$ cat config.mk
export PLATFORM = sky130hd
export DESIGN_NAME = cmbc_ctrl
export DESIGN_NICKNAME = d
export VERILOG_FILES = /design/src/rtl/cmbc_pkg.sv /design/src/rtl/cmbc_ctrl.sv
export SDC_FILE = /design/constraint.sdc
export NUM_CORES = 1
export LEC_CHECK = 0
export BUFFER_PORTS_ARGS = -buffer_cell sky130_fd_sc_hd__buf_4
export CAP_MARGIN = 20
export CORE_MARGIN = 8
export CORE_UTILIZATION = 46
export DETAILED_ROUTE_END_ITERATION = 8
export PLACE_DENSITY = 0.8
export SLEW_MARGIN = 20
export SYNTH_ARGS = -nofsm -noshare
export SYNTH_HDL_FRONTEND = slang
export SYNTH_SLANG_ARGS = --single-unit
$ cat constraint.sdc
create_clock -name aclk -period 2.5 [get_ports aclk]
set_input_delay 0.375 -clock aclk [delete_from_list [all_inputs] [get_ports aclk]]
set_output_delay 0.375 -clock aclk [all_outputs]
set_load 0.1 [all_outputs]
$ cat src/rtl/cmbc_pkg.sv
// Shared types, constants and helper functions for the CAN message buffer controller.
// No dependencies; used by cmbc_ctrl, cmbc_dp and the top level.
`timescale 1ns / 1ps
`default_nettype none
package cmbc_pkg;

    localparam int REG_WORDS_DEF  = 1024;
    localparam int MB_BUFFERS_DEF = 96;

    // request kinds carried in tuser
    localparam logic [1:0] FN_READ  = 2'd0;
    localparam logic [1:0] FN_WRITE = 2'd1;
    localparam logic [1:0] FN_RX    = 2'd2;

    // control word indexes held in flops (below the buffer area)
    localparam logic [4:0] W_MODE  = 5'd0;
    localparam logic [4:0] W_CTRL1 = 5'd1;
    localparam logic [4:0] W_GMASK = 5'd4;
    localparam logic [4:0] W_ERRST = 5'd8;
    localparam logic [4:0] W_IMASK = 5'd10;
    localparam logic [4:0] W_FLAGS = 5'd12;
    localparam logic [4:0] W_STAT0 = 5'd14;
    localparam logic [4:0] W_STAT1 = 5'd17;
    localparam logic [4:0] W_STAT2 = 5'd19;

    localparam logic [15:0] STAT_ADDR3 = 16'h0C08;
    localparam logic [15:0] BUF_START  = 16'h0080;
    localparam logic [31:0] MODE_RST   = 32'hD900_000F;
    localparam logic [3:0]  CODE_EMPTY = 4'h4;
    localparam logic [3:0]  CODE_SEND  = 4'hC;
    localparam logic [31:0] FULL_WORD  = 32'h0200_0000;
    localparam logic [31:0] CS_KEEP    = 32'h00FF_0000;
    localparam int          LPB_BIT    = 12;

    // memory address select
    localparam logic [1:0] AS_CLR = 2'd0;
    localparam logic [1:0] AS_ACC = 2'd1;
    localparam logic [1:0] AS_TXW = 2'd2;
    localparam logic [1:0] AS_SCN = 2'd3;

    // memory write data select
    localparam logic [1:0] WS_ZERO   = 2'd0;
    localparam logic [1:0] WS_MERGED = 2'd1;
    localparam logic [1:0] WS_BUF    = 2'd2;

    typedef struct packed {
        logic       ready;
        logic       in_load;
        logic       rd_en;
        logic       mem_we;
        logic [1:0] addr_sel;
        logic [1:0] word_k;
        logic [1:0] wsel;
        logic       ctl_wr;
        logic       cs_load;
        logic       id_load;
        logic       d0_load;
        logic       d1_load;
        logic       scan_clr;
        logic       scan_inc;
        logic       flag_rx;
        logic       flag_tx;
        logic       tx_set;
        logic       out_load;
        logic       clr_inc;
    } cmd_t;

    typedef struct packed {
        logic [1:0] func;
        logic       in_win;
        logic       low;
        logic       stat_word;
        logic       tx_hit;
        logic       err;
        logic       bus_tx;
        logic       lpb;
        logic       empty;
        logic       match;
        logic       skip;
        logic       scan_end;
        logic       clr_done;
        logic       out_busy;
    } stat_t;

    function automatic logic [31:0] lane_mask(input logic [2:0] sz);
        logic [31:0] m;
        case (sz)
            3'd0:    m = 32'h0000_0000;
            3'd1:    m = 32'h0000_00FF;
            3'd2:    m = 32'h0000_FFFF;
            3'd3:    m = 32'h00FF_FFFF;
            default: m = 32'hFFFF_FFFF;
        endcase
        return m;
    endfunction

    // keeps the first len bytes counted from the top
    function automatic logic [63:0] top_mask(input logic [3:0] len);
        logic [63:0] m;
        for (int i = 0; i < 8; i++) begin
            m[63-8*i -: 8] = (len > 4'(i)) ? 8'hFF : 8'h00;
        end
        return m;
    endfunction

    function automatic logic [3:0] cap_len(input logic [3:0] len);
        return (len > 4'd8) ? 4'd8 : len;
    endfunction

    // freeze/disable acknowledge recompute
    function automatic logic [31:0] settle_mode(input logic [31:0] mi);
        logic [31:0] m;
        m = mi & ~32'h0900_0000 & ~32'h0010_0000;
        if (m[30] && m[28]) begin
            m[24] = 1'b1;
            m[27] = 1'b1;
        end
        if (m[31]) begin
            m[20] = 1'b1;
            m[27] = 1'b1;
        end
        return m;
    endfunction

endpackage
`default_nettype wire

$ cat src/rtl/cmbc_ctrl.sv
// Sequencer for the CAN message buffer controller: access decode, transmit, buffer scan.
// Depends on cmbc_pkg; drives the cmbc_dp datapath through cmd_t / stat_t.
`timescale 1ns / 1ps
`default_nettype none
module cmbc_ctrl (
    input  wire logic           aclk,
    input  wire logic           aresetn,
    input  wire logic           s_tvalid,
    input  wire cmbc_pkg::stat_t st,
    output cmbc_pkg::cmd_t      cmd
);

    localparam logic [4:0] S_CLR   = 5'd0;
    localparam logic [4:0] S_IDLE  = 5'd1;
    localparam logic [4:0] S_DEC   = 5'd2;
    localparam logic [4:0] S_MERGE = 5'd3;
    localparam logic [4:0] S_TX1   = 5'd4;
    localparam logic [4:0] S_TX2   = 5'd5;
    localparam logic [4:0] S_TX3   = 5'd6;
    localparam logic [4:0] S_TX4   = 5'd7;
    localparam logic [4:0] S_SC_CS = 5'd8;
    localparam logic [4:0] S_SC_CK = 5'd9;
    localparam logic [4:0] S_SC_ID = 5'd10;
    localparam logic [4:0] S_WB0   = 5'd11;
    localparam logic [4:0] S_WB1   = 5'd12;
    localparam logic [4:0] S_WB2   = 5'd13;
    localparam logic [4:0] S_WB3   = 5'd14;
    localparam logic [4:0] S_FIN   = 5'd15;

    logic [4:0] state_reg, state_next;

    always_ff @(posedge aclk) begin
        if (!aresetn) begin
            state_reg <= S_CLR;
        end else begin
            state_reg <= state_next;
        end
    end

    always_comb begin
        cmd        = '0;
        state_next = state_reg;
        unique case (state_reg)
            S_CLR: begin
                cmd.mem_we   = 1'b1;
                cmd.addr_sel = cmbc_pkg::AS_CLR;
                cmd.wsel     = cmbc_pkg::WS_ZERO;
                cmd.clr_inc  = 1'b1;
                if (st.clr_done) state_next = S_IDLE;
            end
            S_IDLE: begin
                cmd.ready = 1'b1;
                if (s_tvalid) begin
                    cmd.in_load = 1'b1;
                    state_next  = S_DEC;
                end
            end
            S_DEC: begin
                cmd.rd_en    = 1'b1;
                cmd.addr_sel = cmbc_pkg::AS_ACC;
                if (st.func == cmbc_pkg::FN_WRITE && st.in_win) begin
                    if (st.low) begin
                        cmd.ctl_wr = 1'b1;
                        state_next = S_FIN;
                    end else begin
                        state_next = S_MERGE;
                    end
                end else if (st.func == cmbc_pkg::FN_RX && !st.err) begin
                    cmd.scan_clr = 1'b1;
                    state_next   = S_SC_CS;
                end else begin
                    state_next = S_FIN;
                end
            end
            S_MERGE: begin
                cmd.addr_sel = cmbc_pkg::AS_ACC;
                cmd.wsel     = cmbc_pkg::WS_MERGED;
                cmd.mem_we   = !st.stat_word;
                cmd.cs_load  = 1'b1;
                state_next   = st.tx_hit ? S_TX1 : S_FIN;
            end
            S_TX1: begin
                cmd.rd_en    = 1'b1;
                cmd.addr_sel = cmbc_pkg::AS_TXW;
                cmd.word_k   = 2'd1;
                state_next   = S_TX2;
            end
            S_TX2: begin
                cmd.id_load  = 1'b1;
                cmd.rd_en    = 1'b1;
                cmd.addr_sel = cmbc_pkg::AS_TXW;
                cmd.word_k   = 2'd2;
                state_next   = S_TX3;
            end
            S_TX3: begin
                cmd.d0_load  = 1'b1;
                cmd.rd_en    = 1'b1;
                cmd.addr_sel = cmbc_pkg::AS_TXW;
                cmd.word_k   = 2'd3;
                state_next   = S_TX4;
            end
            S_TX4: begin
                cmd.d1_load = 1'b1;
                if (st.bus_tx) begin
                    cmd.tx_set  = 1'b1;
                    cmd.flag_tx = 1'b1;
                    state_next  = S_FIN;
                end else if (st.lpb) begin
                    cmd.scan_clr = 1'b1;
                    state_next   = S_SC_CS;
                end else begin
                    cmd.flag_tx = 1'b1;
                    state_next  = S_FIN;
                end
            end
            S_SC_CS: begin
                if (st.scan_end) begin
                    cmd.flag_tx = (st.func == cmbc_pkg::FN_WRITE);
                    state_next  = S_FIN;
                end else if (st.skip) begin
                    cmd.scan_inc = 1'b1;
                end else begin
                    cmd.rd_en    = 1'b1;
                    cmd.addr_sel = cmbc_pkg::AS_SCN;
                    state_next   = S_SC_CK;
                end
            end
            S_SC_CK: begin
                if (!st.empty) begin
                    cmd.scan_inc = 1'b1;
                    state_next   = S_SC_CS;
                end else if (st.func == cmbc_pkg::FN_RX) begin
                    state_next = S_WB0;
                end else begin
                    cmd.rd_en    = 1'b1;
                    cmd.addr_sel = cmbc_pkg::AS_SCN;
                    cmd.word_k   = 2'd1;
                    state_next   = S_SC_ID;
                end
            end
            S_SC_ID: begin
                if (st.match) begin
                    state_next = S_WB0;
                end else begin
                    cmd.scan_inc = 1'b1;
                    state_next   = S_SC_CS;
                end
            end
            S_WB0, S_WB1, S_WB2, S_WB3: begin
                cmd.mem_we   = 1'b1;
                cmd.addr_sel = cmbc_pkg::AS_SCN;
                cmd.wsel     = cmbc_pkg::WS_BUF;
                cmd.word_k   = 2'(state_reg - S_WB0);
                state_next   = state_reg + 5'd1;
                if (state_reg == S_WB3) begin
                    cmd.flag_rx = 1'b1;
                    cmd.flag_tx = (st.func == cmbc_pkg::FN_WRITE);
                    state_next  = S_FIN;
                end
            end
            S_FIN: begin
                if (!st.out_busy) begin
                    cmd.out_load = 1'b1;
                    state_next   = S_IDLE;
                end
            end
            default: state_next = S_CLR;
        endcase
    end

endmodule
`default_nettype wire

==> flow_summary.json <==
{
  "layout_common_cells": "buf_4 (47), nand2_1 (10), o21ai_0 (9), inv_1 (7), nand2b_1 (7)",
  "regToRegEndpoint": "state_reg[1]",
  "cts_tree": "done",
  "ant_nets": 0,
  "wl_per_cell_um": 19.1,
  "relSlewSlack_pct": 64.8,
  "max_slew.worst_pin.slew_ns": 0.528,
  "max_freq_mhz": 379,
  "largest_reg_flops": 5,
  "maxCapViolCount": 0,
  "final_hold_viol_count": 0,
  "cts.hold.buffers_added": 0,
  "place_area_um2": 1350,
  "yosys-top-cells-area": "dfxtp_1 (12%), ha_1 (7.5%), nand2b_1 (6.0%)",
  "r2r-start": "state_reg[1]",
  "ys_seq_area_share_pct": 12.1,
  "syn-num-nets": 142,
  "final_common_cell": "buf_4",
  "synth_cell_types": 40,
  "r2r_cells": 8,
  "start_kind": "register",
  "synth.avg_cell_area_um2": 6.97,
  "drc": 0,
  "wl_met3_um": 434,
  "status": "finished, violations left",
  "p_total_uw": 2280,
  "period_minus_slack_ns": 2.64,
  "worst_ir_drop_vdd_v": 0.00103,
  "setup_viol": 2,
  "hp-class": "input pin to register",
  "cts_sinks": 5,
  "worstPathRequired_ns": 2.12,
  "fin_crit_sh_pct": 106,
  "synth_top_area_share_pct": 12.1,
  "grt_max_degree": 24,
  "ys_warn_count": 0,
  "p_leak_uw": 0.000646,
  "drv_slew": 0,
  "syn_area_um2": 830,
  "finClkSkew_ns": 0.0150,
  "routabilityCongestion": 0.948,
  "clk_path_buf_depth": 2,
  "nNetsFinal": 196,
  "port_buffers": 39,
  "cp_max_fo": 4,
  "grt_pass1_vias": 1224,
  "r2r_setup_slack_ns": 0.34,
  "fp.dieW_um": 58.5,
  "timing.final.ws_setup_ns": -0.139,
  "cts.htree.levels": 1,
  "whs_path_depth": 3,
  "cp-startpoint": "state_reg[1]",
  "drtIter0Drc": 60,
  "io_pins": 40,
  "die_y_um": 58.5,
  "vias_per_cell": 6.28,
  "path_clk_slew_ns": 0.06,
  "min_from": "aresetn",
  "antennaDiodeCount": 0,
  "grt_first_pass_wirelength_mm": 5.78,
  "core_area_um2": 1710,
  "dieArea_um2": 3420,
  "fin_setup_tns_ns": -0.220,
  "min_to": "state_reg[3]",
  "met1Wirelength_mm": 1.28,
  "grt_overflow": 0,
  "power_per_cell_area_nw_per_um2": 1540,
  "yosys.area.top_type": "dfxtp_1",
  "dp_hpwl_mm": 2.73,
  "ys_ff_latch": 5,
  "cts-root-buf": "clkbuf_4",
  "routed_wl_mm": 3.76,
  "route.met2.wl_mm": 1.91,
  "drive_gt1_share_pct": 51.7,
  "start_util_pct": 48.6,
  "syn_inst": 119,
  "vias": 1237,
  "worst_ep_arrival_time_ns": 2.26,
  "fin_area_um2": 1480,
  "worstSetupPathType": "register to output port",
  "end_kind": "output port",
  "row_count": 15,
  "grt_use_total_pct": 21.0,
  "violations": "setup timing",
  "drtPass1Iterations": 4,
  "syn2layout_area_growth_pct": 78.1,
  "top_layer": "met4",
  "tritoncts.num_buffers": 3,
  "antenna_found_initial": 0,
  "rsz0062_at_grt": "yes",
  "clkLatencyLatePin_ns": 0.26
}
power breakdown:
group / switching [µW] / leakage, µW / internal (µW)
sequential: 38.6 / 0.0000422 / 117
combinational: 1350 / 0.000589 / 680
clock: 40.4 / 0.0000150 / 60.9
synth_stat cells (all sizes together):
library cell and n:
mux2i 2, dfxtp 5, o211ai 4, a32o 1, o21ai 10, buf 2, and4bb 1, and2 2
o2111ai 1, nand3 1, or4b 1, nor2 7, nand2 12, a21oi 4, o21bai 1, nor3 7
nor2b 4, nor4 4, a31o 1, or3 3, o22ai 5, nor4bb 1, or4 2, ha 5
a31oi 2, o2bb2ai 1, a211oi 1, or2b 1, a2111oi 2, nor4b 1, inv 11, and3b 1
nor3b 1, o41ai 1, clkbuf 2, nand2b 8, nand4b 1
how the worst max path moves through the flow:
stage / cells past startpoint / endpoint
after floorplan: 6 / cmd[16]
after global placement: 7 / cmd[16]
after detailed placement: 7 / cmd[16]
after CTS: 7 / cmd[16]
after global routing: 5 / cmd[16]
final: 7 / cmd[16]
repair_timing:
action | 4_1_cts | 5_1_grt
endpoints found under the setup margin | 2 | 11
pin swaps | 4 | 2
setup buffers | 2 | 0
resized for setup | 9 | 15
per-layer routing:
layer	vias to the layer above	GRT usage, %
met5	-	0
met4	0	9.44
met3	17	5.22
met2	100	37.5
met1	572	22.7
li1	548	-
cell families (layout without fill, tap and decap cells):
| group | after synthesis | after routing | synth area share, % |
|---|---|---|---|
| AND/OR/NAND/NOR | 58 | 58 | 40.0 |
| AO/OA/AOI/OAI | 34 | 34 | 30.3 |
| buffers and inverters | 15 | 68 | 7.69 |
| adder cells (fa/ha/maj) | 5 | 5 | 7.54 |
| flip-flops | 5 | 5 | 12.1 |
| multiplexers | 2 | 2 | 2.41 |
critical path, cell delays in order, from the launching register on:
cell and delay, ns:
dfxtp_4 0.38, inv_4 0.05, ha_4 0.15, or4b_4 0.51, o211ai_2 0.08, bufinv_8 0.21, or4_4 0.44, buf_12 0.18
per-stage QoR:
step / util (%) / std cells / hold slack (ns) / worst slack [ns]
after CTS: 83.2 / 197 / 0.408 / -0.107
after detailed placement: 78.8 / 191 / 0.517 / 0.00529
after global routing: 86.5 / 197 / 0.427 / -0.216
final: 86.5 / 197 / 0.434 / -0.139
after global placement: 78.8 / 191 / 0.517 / 0.0463
after floorplan: - / 119 / 0.488 / -0.0510
cell type report:
cell class | instances | area (µm²)
clock buffers | 4 | 26.3
repair buffers | 53 | 454
well taps | 25 | 31.3
multi-input cells | 99 | 795
flip-flops and latches | 5 | 108
fillers | 102 | 230
inverters | 11 | 63.8
No activity file was read; power rests on OpenSTA's default activity.
